==> src/rtl/nbm_pkg.sv <==
// ----------------------------------------------------------------------------
// nbm_pkg
// Shared types, constants and cell lookup functions of the neighborhood
// template best match block.
// ----------------------------------------------------------------------------
package nbm_pkg;

    localparam int CELL_COUNT = 27;
    localparam int CODE_W     = 4;
    localparam int PRES_W     = 2;
    localparam int LEVEL_W    = 8;
    localparam int GAIN_W     = 6;
    localparam int CNT_W      = 5;
    localparam int CELLS_LO_W = 56;
    localparam int CELLS_HI_W = 52;
    localparam int CELLS_W    = CELLS_LO_W + CELLS_HI_W;
    localparam int PLANE_W    = CELL_COUNT * PRES_W;
    localparam int INDEX_W    = 8;

    localparam int CFG_ADDR_W = 8;
    localparam int CFG_DATA_W = 8;

    localparam logic [CFG_ADDR_W-1:0] CFG_SELECT_MODE = 8'd0;
    localparam logic [CFG_ADDR_W-1:0] CFG_LEVEL_SPLIT = 8'd1;

    localparam logic [1:0] MODE_LEVEL  = 2'd0;
    localparam logic [1:0] MODE_TARGET = 2'd1;
    localparam logic [1:0] MODE_TRAIN  = 2'd2;

    localparam logic [1:0]         SELECT_MODE_RESET = MODE_TARGET;
    localparam logic [LEVEL_W-1:0] LEVEL_SPLIT_RESET = 8'd10;

    typedef struct packed {
        logic                      match;
        logic signed [GAIN_W-1:0]  gain;
        logic [LEVEL_W-1:0]        level;
        logic                      last;
    } eval_t;

    function automatic logic cell_pass(logic [CODE_W-1:0] code, logic [PRES_W-1:0] pres);
        logic [3:0] row;
        begin
            case (code)
                4'd0:    row = 4'b1001;
                4'd3:    row = 4'b0010;
                4'd5:    row = 4'b0001;
                4'd6:    row = 4'b0010;
                4'd7:    row = 4'b0010;
                4'd8:    row = 4'b1111;
                default: row = 4'b0000;
            endcase
            return row[pres];
        end
    endfunction

    function automatic logic cell_gain_up(logic [CODE_W-1:0] code, logic [PRES_W-1:0] targ);
        return (code == 4'd5) && (targ == 2'd0);
    endfunction

    function automatic logic cell_gain_down(logic [CODE_W-1:0] code, logic [PRES_W-1:0] targ);
        return ((code == 4'd6) && (targ == 2'd1)) || ((code == 4'd7) && (targ == 2'd0));
    endfunction

endpackage

==> src/rtl/nbm_in_if.sv <==
// ----------------------------------------------------------------------------
// nbm_in_if
// Template request channel: one template with its neighborhood per request.
// ----------------------------------------------------------------------------
interface nbm_in_if;
    logic                                 valid;
    logic                                 ready;
    logic [nbm_pkg::CELLS_LO_W-1:0]       template_cells_low;
    logic [nbm_pkg::CELLS_HI_W-1:0]       template_cells_high;
    logic [nbm_pkg::LEVEL_W-1:0]          template_level;
    logic [nbm_pkg::PLANE_W-1:0]          presence_cells;
    logic [nbm_pkg::PLANE_W-1:0]          target_cells;
    logic                                 last_template;

    modport source (
        output valid, template_cells_low, template_cells_high, template_level,
        output presence_cells, target_cells, last_template,
        input  ready
    );

    modport sink (
        input  valid, template_cells_low, template_cells_high, template_level,
        input  presence_cells, target_cells, last_template,
        output ready
    );
endinterface

==> src/rtl/nbm_out_if.sv <==
// ----------------------------------------------------------------------------
// nbm_out_if
// Result request channel: the best template of a run.
// ----------------------------------------------------------------------------
interface nbm_out_if;
    logic                                valid;
    logic                                ready;
    logic                                match_found;
    logic [nbm_pkg::INDEX_W-1:0]         best_index;
    logic signed [nbm_pkg::GAIN_W-1:0]   best_gain;

    modport source (
        output valid, match_found, best_index, best_gain,
        input  ready
    );

    modport sink (
        input  valid, match_found, best_index, best_gain,
        output ready
    );
endinterface

==> src/rtl/nbm_cfg_if.sv <==
// ----------------------------------------------------------------------------
// nbm_cfg_if
// Configuration write channel: register index and write data.
// ----------------------------------------------------------------------------
interface nbm_cfg_if;
    logic                               valid;
    logic                               ready;
    logic [nbm_pkg::CFG_ADDR_W-1:0]     addr;
    logic [nbm_pkg::CFG_DATA_W-1:0]     data;

    modport source (
        output valid, addr, data,
        input  ready
    );

    modport sink (
        input  valid, addr, data,
        output ready
    );
endinterface

==> src/rtl/nbm_cell_eval.sv <==
// ----------------------------------------------------------------------------
// nbm_cell_eval
// Input register and cell evaluation stage: 27 table lookups, the all-pass
// match flag and the summed gain, registered for the selection stage.
// ----------------------------------------------------------------------------
module nbm_cell_eval (
    input  logic                  clk,
    input  logic                  rst_n,
    nbm_in_if.sink                templates,
    output logic                  eval_valid,
    input  logic                  eval_ready,
    output nbm_pkg::eval_t        eval_data
);

    logic                              s1_valid_reg;
    logic [nbm_pkg::CELLS_W-1:0]       s1_cells_reg;
    logic [nbm_pkg::LEVEL_W-1:0]       s1_level_reg;
    logic [nbm_pkg::PLANE_W-1:0]       s1_pres_reg;
    logic [nbm_pkg::PLANE_W-1:0]       s1_targ_reg;
    logic                              s1_last_reg;

    logic                              s2_valid_reg;
    nbm_pkg::eval_t                    s2_data_reg;
    nbm_pkg::eval_t                    s2_data_next;

    logic                              s2_free;
    logic                              s1_go;
    logic                              s1_free;
    logic [nbm_pkg::CELL_COUNT-1:0]    pass_vec;
    logic [nbm_pkg::CELL_COUNT-1:0]    up_vec;
    logic [nbm_pkg::CELL_COUNT-1:0]    down_vec;
    logic [nbm_pkg::CNT_W-1:0]         up_cnt;
    logic [nbm_pkg::CNT_W-1:0]         down_cnt;

    assign s2_free         = !s2_valid_reg || eval_ready;
    assign s1_go           = s1_valid_reg && s2_free;
    assign s1_free         = !s1_valid_reg || s2_free;
    assign templates.ready = s1_free;

    always_comb
    begin
        for (int i = 0; i < nbm_pkg::CELL_COUNT; i++)
        begin
            pass_vec[i] = nbm_pkg::cell_pass(s1_cells_reg[nbm_pkg::CODE_W*i +: nbm_pkg::CODE_W],
                                             s1_pres_reg[nbm_pkg::PRES_W*i +: nbm_pkg::PRES_W]);
            up_vec[i]   = nbm_pkg::cell_gain_up(
                              s1_cells_reg[nbm_pkg::CODE_W*i +: nbm_pkg::CODE_W],
                              s1_targ_reg[nbm_pkg::PRES_W*i +: nbm_pkg::PRES_W]);
            down_vec[i] = nbm_pkg::cell_gain_down(
                              s1_cells_reg[nbm_pkg::CODE_W*i +: nbm_pkg::CODE_W],
                              s1_targ_reg[nbm_pkg::PRES_W*i +: nbm_pkg::PRES_W]);
        end
    end

    assign up_cnt   = nbm_pkg::CNT_W'($countones(up_vec));
    assign down_cnt = nbm_pkg::CNT_W'($countones(down_vec));

    always_comb
    begin
        s2_data_next.match = &pass_vec;
        s2_data_next.gain  = $signed({1'b0, up_cnt}) - $signed({1'b0, down_cnt});
        s2_data_next.level = s1_level_reg;
        s2_data_next.last  = s1_last_reg;
    end

    always_ff @(posedge clk or negedge rst_n)
    begin
        if (!rst_n)
        begin
            s1_valid_reg <= 1'b0;
            s2_valid_reg <= 1'b0;
        end
        else
        begin
            if (s1_free)
            begin
                s1_valid_reg <= templates.valid;
            end
            if (s2_free)
            begin
                s2_valid_reg <= s1_valid_reg;
            end
        end
    end

    always_ff @(posedge clk)
    begin
        if (templates.valid && s1_free)
        begin
            s1_cells_reg <= {templates.template_cells_high, templates.template_cells_low};
            s1_level_reg <= templates.template_level;
            s1_pres_reg  <= templates.presence_cells;
            s1_targ_reg  <= templates.target_cells;
            s1_last_reg  <= templates.last_template;
        end
        if (s1_go)
        begin
            s2_data_reg <= s2_data_next;
        end
    end

    assign eval_valid = s2_valid_reg;
    assign eval_data  = s2_data_reg;

endmodule

==> src/rtl/nbm_selector.sv <==
// ----------------------------------------------------------------------------
// nbm_selector
// Running-best selection over a run of evaluated templates and the result
// register that holds the best template when the run closes.
// ----------------------------------------------------------------------------
module nbm_selector #(
    parameter int MAX_TEMPLATES = 256
) (
    input  logic                            clk,
    input  logic                            rst_n,
    input  logic [1:0]                      select_mode,
    input  logic [nbm_pkg::LEVEL_W-1:0]     level_split,
    input  logic                            eval_valid,
    output logic                            eval_ready,
    input  nbm_pkg::eval_t                  eval_data,
    nbm_out_if.source                       result
);

    localparam int POS_W = $clog2(MAX_TEMPLATES + 1);

    logic                               have_best_reg;
    logic [POS_W-1:0]                   best_pos_reg;
    logic [nbm_pkg::LEVEL_W-1:0]        best_level_reg;
    logic signed [nbm_pkg::GAIN_W-1:0]  best_gain_reg;
    logic [POS_W-1:0]                   run_pos_reg;
    logic                               split_seen_reg;

    logic                               have_best_next;
    logic [POS_W-1:0]                   best_pos_next;
    logic [nbm_pkg::LEVEL_W-1:0]        best_level_next;
    logic signed [nbm_pkg::GAIN_W-1:0]  best_gain_next;
    logic [POS_W-1:0]                   run_pos_next;
    logic                               split_seen_next;

    logic                               out_valid_reg;
    logic                               out_match_reg;
    logic [nbm_pkg::INDEX_W-1:0]        out_index_reg;
    logic signed [nbm_pkg::GAIN_W-1:0]  out_gain_reg;

    logic                               out_free;
    logic                               go;
    logic                               in_range;
    logic                               at_split;
    logic                               higher;
    logic                               take;
    logic signed [nbm_pkg::GAIN_W-1:0]  take_gain;
    logic [POS_W+nbm_pkg::INDEX_W-1:0]  pos_ext;

    assign out_free   = !out_valid_reg || result.ready;
    assign eval_ready = !eval_data.last || out_free;
    assign go         = eval_valid && eval_ready;

    assign in_range = run_pos_reg < POS_W'(MAX_TEMPLATES);
    assign at_split = eval_data.level >= level_split;
    assign higher   = !have_best_reg || (best_level_reg < eval_data.level);

    always_comb
    begin
        take      = 1'b0;
        take_gain = eval_data.gain;
        case (select_mode)
            nbm_pkg::MODE_LEVEL:
            begin
                take      = higher;
                take_gain = '0;
            end
            nbm_pkg::MODE_TARGET:
            begin
                take = !split_seen_reg && !at_split &&
                       (higher || (eval_data.gain >= best_gain_reg));
            end
            nbm_pkg::MODE_TRAIN:
            begin
                take = (split_seen_reg || at_split) &&
                       (higher || (eval_data.gain > best_gain_reg));
            end
            default:
            begin
                take = 1'b0;
            end
        endcase
        take = take && in_range && eval_data.match;
    end

    always_comb
    begin
        have_best_next  = have_best_reg;
        best_pos_next   = best_pos_reg;
        best_level_next = best_level_reg;
        best_gain_next  = best_gain_reg;
        split_seen_next = split_seen_reg || at_split;
        run_pos_next    = in_range ? run_pos_reg + POS_W'(1) : run_pos_reg;
        if (take)
        begin
            have_best_next  = 1'b1;
            best_pos_next   = run_pos_reg;
            best_level_next = eval_data.level;
            best_gain_next  = take_gain;
        end
    end

    assign pos_ext = {{nbm_pkg::INDEX_W{1'b0}}, best_pos_next};

    always_ff @(posedge clk or negedge rst_n)
    begin
        if (!rst_n)
        begin
            have_best_reg  <= 1'b0;
            best_pos_reg   <= '0;
            best_level_reg <= '0;
            best_gain_reg  <= -6'sd1;
            run_pos_reg    <= '0;
            split_seen_reg <= 1'b0;
            out_valid_reg  <= 1'b0;
        end
        else
        begin
            if (go)
            begin
                if (eval_data.last)
                begin
                    have_best_reg  <= 1'b0;
                    best_pos_reg   <= '0;
                    best_level_reg <= '0;
                    best_gain_reg  <= -6'sd1;
                    run_pos_reg    <= '0;
                    split_seen_reg <= 1'b0;
                end
                else
                begin
                    have_best_reg  <= have_best_next;
                    best_pos_reg   <= best_pos_next;
                    best_level_reg <= best_level_next;
                    best_gain_reg  <= best_gain_next;
                    run_pos_reg    <= run_pos_next;
                    split_seen_reg <= split_seen_next;
                end
            end
            if (go && eval_data.last)
            begin
                out_valid_reg <= 1'b1;
            end
            else if (result.ready)
            begin
                out_valid_reg <= 1'b0;
            end
        end
    end

    always_ff @(posedge clk)
    begin
        if (go && eval_data.last)
        begin
            out_match_reg <= have_best_next;
            out_index_reg <= have_best_next ? pos_ext[nbm_pkg::INDEX_W-1:0] : '0;
            out_gain_reg  <= best_gain_next;
        end
    end

    assign result.valid       = out_valid_reg;
    assign result.match_found = out_match_reg;
    assign result.best_index  = out_index_reg;
    assign result.best_gain   = out_gain_reg;

endmodule

==> src/rtl/neighborhood_template_best_match_top.sv <==
// ----------------------------------------------------------------------------
// neighborhood_template_best_match_top
// Finds the best matching neighborhood template over a run of templates.
// ----------------------------------------------------------------------------
// The block accepts one template request per clock cycle unless the template
// input stalls, and keeps a running best across the run; a result request is
// offered only for the template marked last, once that template has passed the
// input register, the cell evaluation register and the result register. The
// selection stage compares each template against the held best combinationally.
// A template marked last waits in the cell evaluation register while the
// previous result has not been taken, and once the input register is also full
// the template input stalls. The select_mode and level_split registers must be
// written only while no run is in flight; the block does not enforce this.
module neighborhood_template_best_match_top #(
    parameter int MAX_TEMPLATES = 256
) (
    input  logic       clk,
    input  logic       rst_n,
    nbm_cfg_if.sink    cfg,
    nbm_in_if.sink     templates,
    nbm_out_if.source  result
);

    logic [1:0]                    select_mode_reg;
    logic [nbm_pkg::LEVEL_W-1:0]   level_split_reg;
    logic                          eval_valid;
    logic                          eval_ready;
    nbm_pkg::eval_t                eval_data;

    assign cfg.ready = 1'b1;

    always_ff @(posedge clk or negedge rst_n)
    begin
        if (!rst_n)
        begin
            select_mode_reg <= nbm_pkg::SELECT_MODE_RESET;
            level_split_reg <= nbm_pkg::LEVEL_SPLIT_RESET;
        end
        else if (cfg.valid)
        begin
            case (cfg.addr)
                nbm_pkg::CFG_SELECT_MODE: select_mode_reg <= cfg.data[1:0];
                nbm_pkg::CFG_LEVEL_SPLIT: level_split_reg <= cfg.data;
                default:                  ;
            endcase
        end
    end

    nbm_cell_eval u_eval (
        .clk        (clk),
        .rst_n      (rst_n),
        .templates  (templates),
        .eval_valid (eval_valid),
        .eval_ready (eval_ready),
        .eval_data  (eval_data)
    );

    nbm_selector #(
        .MAX_TEMPLATES (MAX_TEMPLATES)
    ) u_selector (
        .clk         (clk),
        .rst_n       (rst_n),
        .select_mode (select_mode_reg),
        .level_split (level_split_reg),
        .eval_valid  (eval_valid),
        .eval_ready  (eval_ready),
        .eval_data   (eval_data),
        .result      (result)
    );

endmodule
==> src/flat_wrapper.sv <==
// flat-port wrapper written by rule: the top's interface ports become plain ports
module neighborhood_template_best_match_top_flat 
#(
    parameter int MAX_TEMPLATES = 256
)
  (clk, rst_n, cfg_valid, cfg_addr, cfg_data, cfg_ready, templates_valid, templates_template_cells_low, templates_template_cells_high, templates_template_level, templates_presence_cells, templates_target_cells, templates_last_template, templates_ready, result_valid, result_match_found, result_best_index, result_best_gain, result_ready);
  nbm_cfg_if cfg_i ();
  nbm_in_if templates_i ();
  nbm_out_if result_i ();
  input  logic clk;
  input  logic rst_n;
  input wire logic [$bits(cfg_i.valid)-1:0] cfg_valid;
  input wire logic [$bits(cfg_i.addr)-1:0] cfg_addr;
  input wire logic [$bits(cfg_i.data)-1:0] cfg_data;
  output wire logic [$bits(cfg_i.ready)-1:0] cfg_ready;
  input wire logic [$bits(templates_i.valid)-1:0] templates_valid;
  input wire logic [$bits(templates_i.template_cells_low)-1:0] templates_template_cells_low;
  input wire logic [$bits(templates_i.template_cells_high)-1:0] templates_template_cells_high;
  input wire logic [$bits(templates_i.template_level)-1:0] templates_template_level;
  input wire logic [$bits(templates_i.presence_cells)-1:0] templates_presence_cells;
  input wire logic [$bits(templates_i.target_cells)-1:0] templates_target_cells;
  input wire logic [$bits(templates_i.last_template)-1:0] templates_last_template;
  output wire logic [$bits(templates_i.ready)-1:0] templates_ready;
  output wire logic [$bits(result_i.valid)-1:0] result_valid;
  output wire logic [$bits(result_i.match_found)-1:0] result_match_found;
  output wire logic [$bits(result_i.best_index)-1:0] result_best_index;
  output wire logic [$bits(result_i.best_gain)-1:0] result_best_gain;
  input wire logic [$bits(result_i.ready)-1:0] result_ready;
  assign cfg_i.valid = cfg_valid;
  assign cfg_i.addr = cfg_addr;
  assign cfg_i.data = cfg_data;
  assign cfg_ready = cfg_i.ready;
  assign templates_i.valid = templates_valid;
  assign templates_i.template_cells_low = templates_template_cells_low;
  assign templates_i.template_cells_high = templates_template_cells_high;
  assign templates_i.template_level = templates_template_level;
  assign templates_i.presence_cells = templates_presence_cells;
  assign templates_i.target_cells = templates_target_cells;
  assign templates_i.last_template = templates_last_template;
  assign templates_ready = templates_i.ready;
  assign result_valid = result_i.valid;
  assign result_match_found = result_i.match_found;
  assign result_best_index = result_i.best_index;
  assign result_best_gain = result_i.best_gain;
  assign result_i.ready = result_ready;
  neighborhood_template_best_match_top #(.MAX_TEMPLATES(MAX_TEMPLATES)) u_core (.clk(clk), .rst_n(rst_n), .cfg(cfg_i), .templates(templates_i), .result(result_i));
endmodule
==> config.mk <==
export PLATFORM = sky130hd
export DESIGN_NAME = neighborhood_template_best_match_top_flat
export DESIGN_NICKNAME = d
export VERILOG_FILES = /design/src/rtl/nbm_pkg.sv /design/src/rtl/nbm_in_if.sv /design/src/rtl/nbm_out_if.sv /design/src/rtl/nbm_cfg_if.sv /design/src/rtl/nbm_cell_eval.sv /design/src/rtl/nbm_selector.sv /design/src/rtl/neighborhood_template_best_match_top.sv /design/src/flat_wrapper.sv
export SDC_FILE = /design/constraint.sdc
export NUM_CORES = 1
export LEC_CHECK = 0
export BUFFER_PORTS_ARGS = -buffer_cell sky130_fd_sc_hd__buf_4
export CAP_MARGIN = 15
export CORE_UTILIZATION = 55
export CTS_CLUSTER_DIAMETER = 150
export DETAILED_ROUTE_END_ITERATION = 10
export PLACE_DENSITY = 0.83
export SLEW_MARGIN = 10
export SYNTH_ARGS = -nofsm -noshare
export SYNTH_HDL_FRONTEND = slang
export SYNTH_SLANG_ARGS = --single-unit
==> constraint.sdc <==
create_clock -name clk -period 10.55 [get_ports clk]
set_clock_uncertainty 0.2 [all_clocks]
set_input_delay 2.6375 -clock clk [delete_from_list [all_inputs] [get_ports clk]]
set_output_delay 2.6375 -clock clk [all_outputs]
set_load 0.01 [all_outputs]
== Yosys cells after proc, flatten, opt, wreduce, memory -nomap -nowiden ==
Cells that the tools add are included.
Operators by class
  add/subtract/negate cells: 54
  multipliers: 0
  div/mod/pow operators: 0
  $lt $le $gt $ge: 32
  equality and inequality tests: 165
  shift operators: 0
  muxes and demuxes: 96
  bitwise operators: 0
  reductions and logical operators: 223
Operators with widths (number)
  $pmux 4 s4: 27
  $eq 4x3->1 const B: 81
  $eq 4x2->1 const B: 27
  $eq 4x4->1 const B: 27
  $logic_not 4->1: 27
  $logic_and 1x1->1: 90
  $lt 2x3->1 const B: 27
  $reduce_or 3->1: 27
  $eq 2x1->1 const B: 28
  $logic_not 2->1: 28
  $bmux 1 s2: 27
  $add 1x1->2: 26
  $add 2x2->3: 12
  $logic_or 1x1->1: 35
  $mux 1: 32
  $mux 8: 4
  $reduce_and 27->1: 1
  $add 3x3->4: 6
  $mux 6: 3
  $mux 9: 2
  $add 4x3->5: 2
  $add 4x4->5: 2
  $add 5x5->5: 2
  $add 9x1->9 const B: 1
  14 further kinds: 26
Storage, ports and cells
  register bits: 302
  latch bits: 0
  RAM bits: 0
  bits in read-only memories: 0
  input port bits: 246
  output and inout bits: 18
  word-level logic and storage cells: 593
  memories: 0

== Depth between registers and ports, before layout ==
Gate-level depths: netlist (run 1).
  depth in word-level cells: 9
  depth in mapped cells: 22
  gate-level depth less buffers: 22

== Modules after synthesis ==
Synthesis (run 1) repeated with hierarchy kept, for this count alone.
Second synthesis, totals
  cells, all modules: 1112
  area total of the unflattened synthesis: 14584.0 um^2
Modules (own cells, without submodules)
  nbm_cell_eval: times used 1, cells each 750, area each 11046.8 um^2, sequential area each 7287.0 um^2
  nbm_selector: times used 1, cells each 336, area each 3086.7 um^2, sequential area each 1308.8 um^2
  neighborhood_template_best_match_top: times used 1, cells each 26, area each 450.4 um^2, sequential area each 254.0 um^2

== Least setup slack after synthesis (run 1) ==
OpenSTA, ideal clock, no wires.
  kind: input port to flip-flop
  start: input result_ready
  end: register u_core.u_eval.s1_cells_reg[0] (netlist name), enable pin
  setup time: 0.615 ns
  arrival: 8.117 ns
  required time: 9.735 ns
  setup slack: 1.618 ns
  stages: 5
  path buffers: 0
  cell sequence: inv_1 nand4_1 inv_1 nand2_1 and2_1
Between the ends
  cells in the longest elaborated chain, start to end: 5
Ends and longest elaborated chain
  start: declaration: line flat_wrapper.sv:28  | input wire logic [$bits(result_i.ready)-1:0] result_ready;
  $logic_or 1x1->1: line nbm_selector.sv:49  | assign out_free = !out_valid_reg || result.ready;
  $logic_or 1x1->1: line nbm_selector.sv:50  | assign eval_ready = !eval_data.last || out_free;
  $logic_or 1x1->1: line nbm_cell_eval.sv:35  | assign s2_free = !s2_valid_reg || eval_ready;
  $logic_or 1x1->1: line nbm_cell_eval.sv:37  | assign s1_free = !s1_valid_reg || s2_free;
  via templates_ready: line flat_wrapper.sv:23  | output wire logic [$bits(templates_i.ready)-1:0] templates_ready;
  $logic_and 1x1->1: line nbm_cell_eval.sv:88  | if (templates.valid && s1_free)
  end signal: assignment: line nbm_cell_eval.sv:90  | s1_cells_reg <= {templates.template_cells_high, templates.template_cells_low};
  end: declaration: line nbm_cell_eval.sv:16  | logic [nbm_pkg::CELLS_W-1:0] s1_cells_reg;
The timed path passes the listed nets, and every way through them passes these cells.
A chain may end at the register's enable or synchronous reset.

==> run_summary.xml, run 1 <==
<?xml version="1.0" encoding="UTF-8"?>
<metrics>
  <group name="run_status">
    <metric name="run_status" unit="">completed</metric>
  </group>
  <group name="finish">
    <metric name="drive_gt1_frac" unit="">0.263</metric>
    <metric name="most_common_library_cell_in_the_layout_ignoring_fill_and_taps" unit="">sky130_fd_sc_hd__buf_4</metric>
    <metric name="mostFrequentLayoutCells" unit="">262 x sky130_fd_sc_hd__buf_4, 256 x sky130_fd_sc_hd__edfxtp_1, 75 x sky130_fd_sc_hd__inv_1</metric>
    <metric name="largest_register_ffs" unit="">108</metric>
    <metric name="finalNetCount" unit="">1651</metric>
    <metric name="area_growth_syn_to_layout" unit="%">24.0</metric>
    <metric name="final_cell_count_no_fill" unit="">1681</metric>
  </group>
  <group name="logic_synthesis">
    <metric name="synth.avg_cell_area" unit="um2">13.5</metric>
    <metric name="yosys.cell_types.count" unit="">70</metric>
    <metric name="postSynthCellCount" unit="">1043</metric>
    <metric name="netlist.area_leader.share" unit="">0.546</metric>
    <metric name="number_of_enable_type_register_cells_in_the_synthesized_netlist" unit="">256</metric>
    <metric name="ranking_of_synthesized_cells_by_area" unit="">sky130_fd_sc_hd__edfxtp_1 55%, sky130_fd_sc_hd__dfrtp_1 6.6%, sky130_fd_sc_hd__fa_1 6.3%</metric>
    <metric name="ys_ff_latch" unit="">302</metric>
    <metric name="synth_nets" unit="">1368</metric>
    <metric name="synth-seq-area-share" unit="">0.628</metric>
    <metric name="synthFlopType" unit="">sky130_fd_sc_hd__edfxtp_1</metric>
    <metric name="synthArstFlopShare" unit="">0.152</metric>
    <metric name="synth_area_leader" unit="">sky130_fd_sc_hd__edfxtp_1</metric>
    <metric name="synthesis.area" unit="mm2">0.0141</metric>
    <metric name="yosys_warnings" unit="">0</metric>
  </group>
  <group name="place">
    <metric name="placed_cells" unit="">1624</metric>
    <metric name="port_buffers" unit="">262</metric>
    <metric name="dp_hpwl" unit="mm">23.9</metric>
    <metric name="routabilityCongestion" unit="">0.866</metric>
  </group>
  <group name="global_route">
    <metric name="pin_count_of_the_biggest_net_entering_global_routing" unit="">216</metric>
    <metric name="groute.usage.overall" unit="">0.249</metric>
    <metric name="number_of_antenna_violations_at_the_first_check_in_global_routing" unit="">2</metric>
    <metric name="grt_overflow_total" unit="">0</metric>
    <metric name="grt_first_pass_wirelength" unit="mm">50.3</metric>
    <metric name="first_global_vias" unit="">9962</metric>
  </group>
  <group name="detailed_routing">
    <metric name="first_pass_iters" unit="">5</metric>
    <metric name="number_of_design_rule_violations_left_after_detail_routing" unit="">0</metric>
    <metric name="remaining_antenna_violation_count" unit="">0</metric>
    <metric name="totalWireLength" unit="mm">32.0</metric>
    <metric name="drt-vias-per-instance" unit="">5.68</metric>
    <metric name="drt-wirelength-per-cell" unit="um">19.0</metric>
    <metric name="detailedRoute.firstIterationViolations" unit="">727</metric>
    <metric name="dr_total_vias" unit="">9547</metric>
  </group>
  <group name="critical_path">
    <metric name="capture_point_of_the_worst_reg_to_reg_path" unit="">u_core.u_eval.eval_data[13]$_DFFE_PP_</metric>
    <metric name="crit-reg2reg-launch" unit="">u_core.u_eval.s1_cells_reg[21]$_DFFE_PP_</metric>
    <metric name="timing.critical_path.fanout_max" unit="">5</metric>
    <metric name="crit_type" unit="">register to register</metric>
    <metric name="timing.reg2reg.setup_slack" unit="ns">3.97</metric>
    <metric name="critPathCaptureType" unit="">register</metric>
    <metric name="reg2regPathDepth" unit="">21</metric>
    <metric name="cp.arrival" unit="ns">6.69</metric>
    <metric name="crit_start_category" unit="">register</metric>
    <metric name="cp.required" unit="ns">10.66</metric>
  </group>
  <group name="sta">
    <metric name="timing_hold_violations_final" unit="">0</metric>
    <metric name="finalCriticalPeriod" unit="ns">6.58</metric>
    <metric name="measured_slew_at_the_worst_slew_check_pin" unit="ns">1.30</metric>
    <metric name="fin_crit_sh" unit="">0.624</metric>
    <metric name="report.final.setup_viol" unit="">0</metric>
    <metric name="max_slew_margin" unit="">0.135</metric>
    <metric name="total_neg_setup_slack" unit="ns">0</metric>
    <metric name="timing.final.max_slew_violations" unit="">0</metric>
    <metric name="grt_setup_unrepaired" unit="">false</metric>
    <metric name="clock.fmax" unit="MHz">152</metric>
  </group>
  <group name="cts">
    <metric name="tritoncts_num_sinks" unit="">302</metric>
    <metric name="htree_num_levels" unit="">1</metric>
    <metric name="cts.clk_slew.worst_paths" unit="ns">0.06</metric>
    <metric name="clock_path_buffers" unit="">3</metric>
    <metric name="worst_skew_pair.late_latency" unit="ns">0.56</metric>
    <metric name="cts-hold-fix-buffers" unit="">0</metric>
    <metric name="cts_buffers" unit="">30</metric>
    <metric name="cts_tree" unit="">yes</metric>
    <metric name="post_cts_resized" unit="">0</metric>
    <metric name="cts.repair_timing.setup_buffer_count" unit="">0</metric>
    <metric name="ctsRootBufferMaster" unit="">sky130_fd_sc_hd__clkbuf_16</metric>
  </group>
  <group name="die">
    <metric name="core_region_area" unit="mm2">0.0252</metric>
    <metric name="die_width" unit="um">162</metric>
    <metric name="floorplan.initialDensity" unit="">0.560</metric>
    <metric name="core.rowCount" unit="">58</metric>
    <metric name="die_h" unit="um">162</metric>
    <metric name="floorplan.io_pins" unit="">264</metric>
    <metric name="full_die_area" unit="mm2">0.0263</metric>
  </group>
  <group name="hold_path">
    <metric name="hold_path_depth" unit="">0</metric>
    <metric name="holdCritStartpoint" unit="">u_core.u_eval.s1_level_reg[3]$_DFFE_PP_</metric>
    <metric name="hold_path_class" unit="">register to register</metric>
    <metric name="hold-path-endpoint" unit="">u_core.u_eval.eval_data[4]$_DFFE_PP_</metric>
  </group>
  <group name="job">
    <metric name="timing.max_cap.violations" unit="">0</metric>
  </group>
  <group name="power">
    <metric name="power.ir.vdd_worst" unit="uV">156</metric>
    <metric name="cellLeakagePower" unit="nW">6.98</metric>
    <metric name="pwr_density_cell" unit="mW/mm2">179</metric>
  </group>
</metrics>
==> worst max-delay path by stage <==
stage	start	endpoint	slack, ns	cells past startpoint
2_1_floorplan	result_ready	u_core.u_eval.s1_cells_reg[0]$_DFFE_PP_	1.62	5
5_1_grt	u_core.u_eval.s1_cells_reg[21]$_DFFE_PP_	u_core.u_eval.eval_data[13]$_DFFE_PP_	3.59	21
3_5_place_dp	u_core.u_eval.s1_cells_reg[21]$_DFFE_PP_	u_core.u_eval.eval_data[13]$_DFFE_PP_	3.98	21
4_1_cts	u_core.u_eval.s1_cells_reg[21]$_DFFE_PP_	u_core.u_eval.eval_data[13]$_DFFE_PP_	3.96	21
6_report	u_core.u_eval.s1_cells_reg[21]$_DFFE_PP_	u_core.u_eval.eval_data[13]$_DFFE_PP_	3.97	21
3_3_place_gp	u_core.u_eval.s1_cells_reg[11]$_DFFE_PP_	u_core.u_eval.eval_data[13]$_DFFE_PP_	4.07	19
==> layer usage <==
| metal | global-route usage | wire length, um | vias to the layer above |
|---|---|---|---|
| met1 | 0.292 | 12000 | 4630 |
| met4 | 0.105 | 1420 | 0 |
| met5 | 0 | 0 | - |
| met2 | 0.450 | 16700 | 359 |
| li1 | - | - | 4470 |
| met3 | 0.0429 | 1830 | 88 |
==> cell type report <==
cell class                 instances  area, um2
tap                              330        413
fill                            1720       7710
clock inverter                    14        139
antenna                            2       5.00
clock buffer                      41        917
sequential                       302       8850
multi-input combinational        654       4880
inverter                          75        282
timing repair buffer             263       1990
==> cells by family (layout without fill, tap and decap cells) <==
| kind of cell | Yosys count | after routing | share of synthesized area |
|---|---|---|---|
| simple gates | 338 | 338 | 0.134 |
| flops | 302 | 302 | 0.628 |
| compound gates | 190 | 190 | 0.0876 |
| buf+inv | 87 | 393 | 0.0257 |
| fa+ha+maj | 79 | 79 | 0.0936 |
| xor+xnor | 34 | 34 | 0.0211 |
| mux | 12 | 12 | 0.00977 |
| other cells | 1 | 3 | 0.000266 |
==> critical path, stage by stage, from the launching register on <==
cell and delay [ns]:
sky130_fd_sc_hd__edfxtp_1 0.44, sky130_fd_sc_hd__nor2_1 0.17, sky130_fd_sc_hd__nand2_1 0.07, sky130_fd_sc_hd__nor4b_1 0.38, sky130_fd_sc_hd__fa_1 0.48, sky130_fd_sc_hd__inv_1 0.10
sky130_fd_sc_hd__fa_1 0.45, sky130_fd_sc_hd__fa_1 0.54, sky130_fd_sc_hd__inv_1 0.05, sky130_fd_sc_hd__fa_1 0.51, sky130_fd_sc_hd__inv_1 0.06, sky130_fd_sc_hd__fa_1 0.47
sky130_fd_sc_hd__fa_1 0.55, sky130_fd_sc_hd__inv_1 0.06, sky130_fd_sc_hd__fa_1 0.53, sky130_fd_sc_hd__inv_1 0.06, sky130_fd_sc_hd__fa_1 0.45, sky130_fd_sc_hd__fa_1 0.42
sky130_fd_sc_hd__inv_1 0.07, sky130_fd_sc_hd__a21o_1 0.10, sky130_fd_sc_hd__a21oi_1 0.07, sky130_fd_sc_hd__xnor2_1 0.12
==> synthesized netlist by cell type, types with 8 or more instances <==
master / count
sky130_fd_sc_hd__a22oi_1: 15
sky130_fd_sc_hd__edfxtp_1: 256
sky130_fd_sc_hd__nand4_1: 10
sky130_fd_sc_hd__o21ai_0: 32
sky130_fd_sc_hd__nor3_1: 13
sky130_fd_sc_hd__a22o_1: 9
sky130_fd_sc_hd__xnor2_1: 10
sky130_fd_sc_hd__a21o_1: 8
sky130_fd_sc_hd__dfrtp_1: 37
sky130_fd_sc_hd__fa_1: 44
sky130_fd_sc_hd__mux2_2: 11
sky130_fd_sc_hd__a21oi_1: 58
sky130_fd_sc_hd__inv_1: 75
sky130_fd_sc_hd__nor4_1: 18
sky130_fd_sc_hd__xor2_1: 24
sky130_fd_sc_hd__o21ai_1: 11
sky130_fd_sc_hd__and3_1: 18
sky130_fd_sc_hd__nand2_1: 69
sky130_fd_sc_hd__nor2_1: 66
sky130_fd_sc_hd__nor3b_1: 20
sky130_fd_sc_hd__nor4bb_1: 11
sky130_fd_sc_hd__nand2b_1: 14
sky130_fd_sc_hd__nand3b_1: 9
sky130_fd_sc_hd__nor4b_1: 9
sky130_fd_sc_hd__nand3_1: 39
sky130_fd_sc_hd__ha_1: 35
sky130_fd_sc_hd__dfstp_2: 9
sky130_fd_sc_hd__o22ai_1: 12
==> through the flow <==
stage / setup WS, ns / hold slack [ns] / area [um2] / util / total power (W)
floorplan: 1.62 / 0.200 / 14100 / - / 0.00186
global placement: 4.07 / 0.203 / 16400 / 0.652 / 0.00201
detailed placement: 3.98 / 0.205 / 16400 / 0.652 / 0.00204
CTS: 3.96 / 0.222 / 17500 / 0.694 / 0.00315
global route: 3.59 / 0.228 / 17500 / 0.694 / 0.00327
finish: 3.97 / 0.220 / 17500 / 0.694 / 0.00313
==> where the power goes <==
group / internal, W / leakage [nW] / switching [W]
logic: 0.000259 / 3.37 / 0.000261
clock network: 0.000676 / 0.525 / 0.000434
registers: 0.00143 / 3.09 / 0.0000765
No activity file was read; power rests on OpenSTA's default activity.
==> run 2, diff against run 1 <==
- ABC_AREA: unset -> 1
- clock period: 10.55 -> 6.67 ns (I/O delays scaled with it)
==> run 2 against run 1 <==
  * Critical path depth shrank 2
  * Critical endpoint unchanged
  * Sequential power up 57%
  * Critical path type unchanged
  * Die area is 3.1% higher
  * Maximum frequency up 2.4%
  * Sequential cell count unchanged
  * Combinational power is 82% higher
  * Clock power rose by 59%
  * Non-clock buffer count up 7
  * Highest routed layer unchanged
  * Largest power group unchanged
  * Sequential share of layout area is 1.7 points lower
  * Worst hold slack improved by 0.0010 ns
  * Global-route usage up 0.11 points
  * Via count grew 11%
==> run_summary.xml, run 2 <==
<?xml version="1.0" encoding="UTF-8"?>
<metrics>
  <group name="critical_path">
    <metric name="max_stage_delay_cell_worst_path" unit="">sky130_fd_sc_hd__fa_1</metric>
    <metric name="capture_point_of_the_worst_reg_to_reg_path" unit="">u_core.u_eval.eval_data[13]$_DFFE_PP_</metric>
    <metric name="timing.critical_path.fanout_max" unit="">3</metric>
    <metric name="crit-reg2reg-launch" unit="">u_core.u_eval.s1_cells_reg[7]$_DFFE_PP_</metric>
    <metric name="crit_type" unit="">register to register</metric>
    <metric name="critPathCaptureType" unit="">register</metric>
    <metric name="startpoint" unit="">u_core.u_eval.s1_cells_reg[7]$_DFFE_PP_</metric>
    <metric name="critical-path-max-stage-delay" unit="ns">0.55</metric>
    <metric name="timing.reg2reg.setup_slack" unit="ns">0.24</metric>
    <metric name="crit_start_category" unit="">register</metric>
    <metric name="cp.arrival" unit="ns">6.47</metric>
    <metric name="reg2regPathDepth" unit="">19</metric>
    <metric name="timing.critical_path.mode_cell" unit="">sky130_fd_sc_hd__fa_1</metric>
    <metric name="critical_path_end" unit="">u_core.u_eval.eval_data[13]$_DFFE_PP_</metric>
    <metric name="path_cells" unit="">nor2_1, nand3_1, nor3_4, fa_1, inv_1, fa_1, fa_1, inv_1, fa_1, inv_1, fa_1, fa_1, inv_1, fa_1, inv_1, fa_2, fa_1, o21ai_1, xor2_1</metric>
    <metric name="cp.required" unit="ns">6.71</metric>
  </group>
  <group name="cts">
    <metric name="cts-hold-fix-buffers" unit="">0</metric>
    <metric name="htree_num_levels" unit="">2</metric>
    <metric name="cts_buffers" unit="">34</metric>
    <metric name="cts.clk_slew.worst_paths" unit="ns">0.06</metric>
    <metric name="worst_skew_pair.late_latency" unit="ns">0.52</metric>
    <metric name="ctsRootBufferMaster" unit="">sky130_fd_sc_hd__clkbuf_16</metric>
    <metric name="tritoncts_num_sinks" unit="">302</metric>
    <metric name="cts_tree" unit="">yes</metric>
    <metric name="clock_path_buffers" unit="">3</metric>
  </group>
  <group name="sta">
    <metric name="max_slew_margin" unit="">0.278</metric>
    <metric name="timing.final.max_slew_violations" unit="">0</metric>
    <metric name="clock.fmax" unit="MHz">156</metric>
    <metric name="total_neg_setup_slack" unit="ns">0</metric>
    <metric name="fin_crit_sh" unit="">0.964</metric>
    <metric name="grt_setup_unrepaired" unit="">false</metric>
    <metric name="timing_hold_violations_final" unit="">0</metric>
    <metric name="report.final.setup_viol" unit="">0</metric>
    <metric name="measured_slew_at_the_worst_slew_check_pin" unit="ns">1.08</metric>
    <metric name="finalCriticalPeriod" unit="ns">6.43</metric>
  </group>
  <group name="power">
    <metric name="power.ir.vdd_worst" unit="uV">238</metric>
    <metric name="finalPower" unit="W">0.00506</metric>
    <metric name="pwr_density_cell" unit="mW/mm2">280</metric>
    <metric name="cellLeakagePower" unit="nW">7.76</metric>
  </group>
  <group name="detailed_routing">
    <metric name="dr_total_vias" unit="">10600</metric>
    <metric name="first_pass_iters" unit="">7</metric>
    <metric name="drt-vias-per-instance" unit="">5.44</metric>
    <metric name="detailedRoute.firstIterationViolations" unit="">800</metric>
    <metric name="totalWireLength" unit="mm">33.4</metric>
    <metric name="remaining_antenna_violation_count" unit="">0</metric>
    <metric name="number_of_design_rule_violations_left_after_detail_routing" unit="">0</metric>
    <metric name="drt-wirelength-per-cell" unit="um">17.1</metric>
  </group>
  <group name="logic_synthesis">
    <metric name="synth.avg_cell_area" unit="um2">11.2</metric>
    <metric name="postSynthCellCount" unit="">1294</metric>
    <metric name="ys_ff_latch" unit="">302</metric>
    <metric name="yosys.cell_types.count" unit="">54</metric>
    <metric name="synthArstFlopShare" unit="">0.152</metric>
    <metric name="synth-seq-area-share" unit="">0.609</metric>
    <metric name="synthFlopType" unit="">sky130_fd_sc_hd__edfxtp_1</metric>
    <metric name="number_of_enable_type_register_cells_in_the_synthesized_netlist" unit="">256</metric>
    <metric name="synthesis.area" unit="mm2">0.0145</metric>
    <metric name="synth_area_leader" unit="">sky130_fd_sc_hd__edfxtp_1</metric>
    <metric name="post-synth-top-count-cell" unit="">sky130_fd_sc_hd__edfxtp_1</metric>
    <metric name="cell_types_with_the_highest_counts_after_synthesis" unit="">256 x sky130_fd_sc_hd__edfxtp_1, 236 x sky130_fd_sc_hd__inv_1, 159 x sky130_fd_sc_hd__nand2_1, 127 x sky130_fd_sc_hd__nor2_1, 86 x sky130_fd_sc_hd__nand3_1</metric>
    <metric name="yosys_warnings" unit="">0</metric>
    <metric name="ranking_of_synthesized_cells_by_area" unit="">sky130_fd_sc_hd__edfxtp_1 53%, sky130_fd_sc_hd__dfrtp_1 6.4%, sky130_fd_sc_hd__inv_1 6.1%</metric>
    <metric name="netlist.area_leader.share" unit="">0.529</metric>
    <metric name="synth_nets" unit="">1619</metric>
  </group>
  <group name="die">
    <metric name="full_die_area" unit="mm2">0.0271</metric>
    <metric name="floorplan.initialDensity" unit="">0.559</metric>
    <metric name="core_region_area" unit="mm2">0.0260</metric>
    <metric name="core.rowCount" unit="">59</metric>
    <metric name="die_h" unit="um">165</metric>
    <metric name="floorplan.io_pins" unit="">264</metric>
    <metric name="die_width" unit="um">165</metric>
  </group>
  <group name="global_route">
    <metric name="pin_count_of_the_biggest_net_entering_global_routing" unit="">131</metric>
    <metric name="grt_first_pass_wirelength" unit="mm">51.0</metric>
    <metric name="groute.usage.overall" unit="">0.250</metric>
    <metric name="grt_overflow_total" unit="">0</metric>
    <metric name="first_global_vias" unit="">10600</metric>
    <metric name="number_of_antenna_violations_at_the_first_check_in_global_routing" unit="">0</metric>
  </group>
  <group name="finish">
    <metric name="area_growth_syn_to_layout" unit="%">24.4</metric>
    <metric name="fraction_of_the_core_area_covered_by_cells_at_the_end_of_the_flow" unit="">0.695</metric>
    <metric name="mostFrequentLayoutCells" unit="">269 x sky130_fd_sc_hd__buf_4, 256 x sky130_fd_sc_hd__edfxtp_1, 235 x sky130_fd_sc_hd__inv_1</metric>
    <metric name="most_common_library_cell_in_the_layout_ignoring_fill_and_taps" unit="">sky130_fd_sc_hd__buf_4</metric>
    <metric name="final_cell_area" unit="mm2">0.0181</metric>
    <metric name="largest_register_ffs" unit="">108</metric>
    <metric name="final_cell_count_no_fill" unit="">1952</metric>
    <metric name="finalNetCount" unit="">1917</metric>
    <metric name="drive_gt1_frac" unit="">0.238</metric>
    <metric name="n_antenna_cell" unit="">0</metric>
  </group>
  <group name="hold_path">
    <metric name="hold_path_class" unit="">register to register</metric>
  </group>
  <group name="place">
    <metric name="port_buffers" unit="">262</metric>
    <metric name="routabilityCongestion" unit="">0.896</metric>
    <metric name="post_dp_cell_area" unit="mm2">0.0169</metric>
    <metric name="dp_hpwl" unit="mm">25.3</metric>
    <metric name="placed_cells" unit="">1889</metric>
  </group>
  <group name="run_status">
    <metric name="run_status" unit="">completed</metric>
  </group>
  <group name="job">
    <metric name="timing.max_cap.violations" unit="">0</metric>
  </group>
</metrics>
-- run 2: changes by cell type after synthesis, moves of 19 or more --
cell                      delta
sky130_fd_sc_hd__nor2_1     +61
sky130_fd_sc_hd__inv_1     +161
sky130_fd_sc_hd__nand2_1    +90
sky130_fd_sc_hd__o21ai_0    +19
sky130_fd_sc_hd__nor3b_1    -19
sky130_fd_sc_hd__xor2_1     -19
sky130_fd_sc_hd__nand3_1    +47
-- run 2: through the flow --
step                hold WS (ns)  setup slack [ns]
floorplan                  0.200             0.472
global placement           0.201             0.241
detailed placement         0.205            0.0189
CTS                        0.219           0.00521
global route               0.229            0.0524
finish                     0.221             0.240
-- run 2: repair_timing --
item | CTS | global route
gates resized for setup | 0 | 21
buffers inserted | 0 | 2
setup endpoints to repair | 0 | 4
-- run 2: where the power goes --
group | internal, W | switching [W] | leakage [nW]
Combinational | 0.000420 | 0.000527 | 4.16
Clock | 0.00105 | 0.000714 | 0.522
Sequential | 0.00226 | 0.0000947 | 3.08
-- run 2: how the worst min path moves through the flow --
stage / startpoint / to / slack [ns] / cells past startpoint
floorplan: u_core.u_eval.s1_last_reg$_DFFE_PP_ / u_core.u_eval.eval_data[0]$_DFFE_PP_ / 0.20 / 0
global placement: u_core.u_eval.s1_last_reg$_DFFE_PP_ / u_core.u_eval.eval_data[0]$_DFFE_PP_ / 0.20 / 0
detailed placement: u_core.u_eval.s1_level_reg[3]$_DFFE_PP_ / u_core.u_eval.eval_data[4]$_DFFE_PP_ / 0.21 / 0
CTS: u_core.u_eval.s1_level_reg[3]$_DFFE_PP_ / u_core.u_eval.eval_data[4]$_DFFE_PP_ / 0.22 / 0
global route: u_core.u_eval.s1_level_reg[3]$_DFFE_PP_ / u_core.u_eval.eval_data[4]$_DFFE_PP_ / 0.23 / 0
finish: u_core.u_eval.s1_level_reg[2]$_DFFE_PP_ / u_core.u_eval.eval_data[3]$_DFFE_PP_ / 0.22 / 0
-- run 2: cell families (layout without fill, tap and decap cells) --
family	Yosys count	after routing	synth area share
AOI/OAI and AO/OA	184	184	0.0771
xor gates and xnor gates	12	12	0.00723
adders and majority gates	79	79	0.0908
buffers and inverters	247	570	0.0665
DFF	302	302	0.609
other	1	1	0.000258
and+or+nand+nor	469	469	0.149
-- run 2: area by class of cell --
class | instances | area, um2
Timing Repair Buffer | 270 | 2040
Inverter | 239 | 898
Tap cell | 335 | 419
Sequential cell | 302 | 8850
Clock buffer | 44 | 910
Clock inverter | 17 | 158
Multi-Input combinational cell | 745 | 4790
Fill cell | 1777 | 7920
-- run 2: worst max-delay path, delay by kind of cell (launching register included) --
kind | cells | cell delay (ns)
adder cells (fa/ha/maj) | 9 | 4.32
AND/OR/NAND/NOR | 3 | 0.61
buffers and inverters | 5 | 0.33
XOR/XNOR | 1 | 0.08
AO/OA/AOI/OAI | 1 | 0.17
flip-flops | 1 | 0.44
-- run 2: per-layer routing --
metal	routed length, um	global-route usage
met5	0	0
met4	1980	0.148
met3	2390	0.0537
met2	17600	0.453
met1	11400	0.267
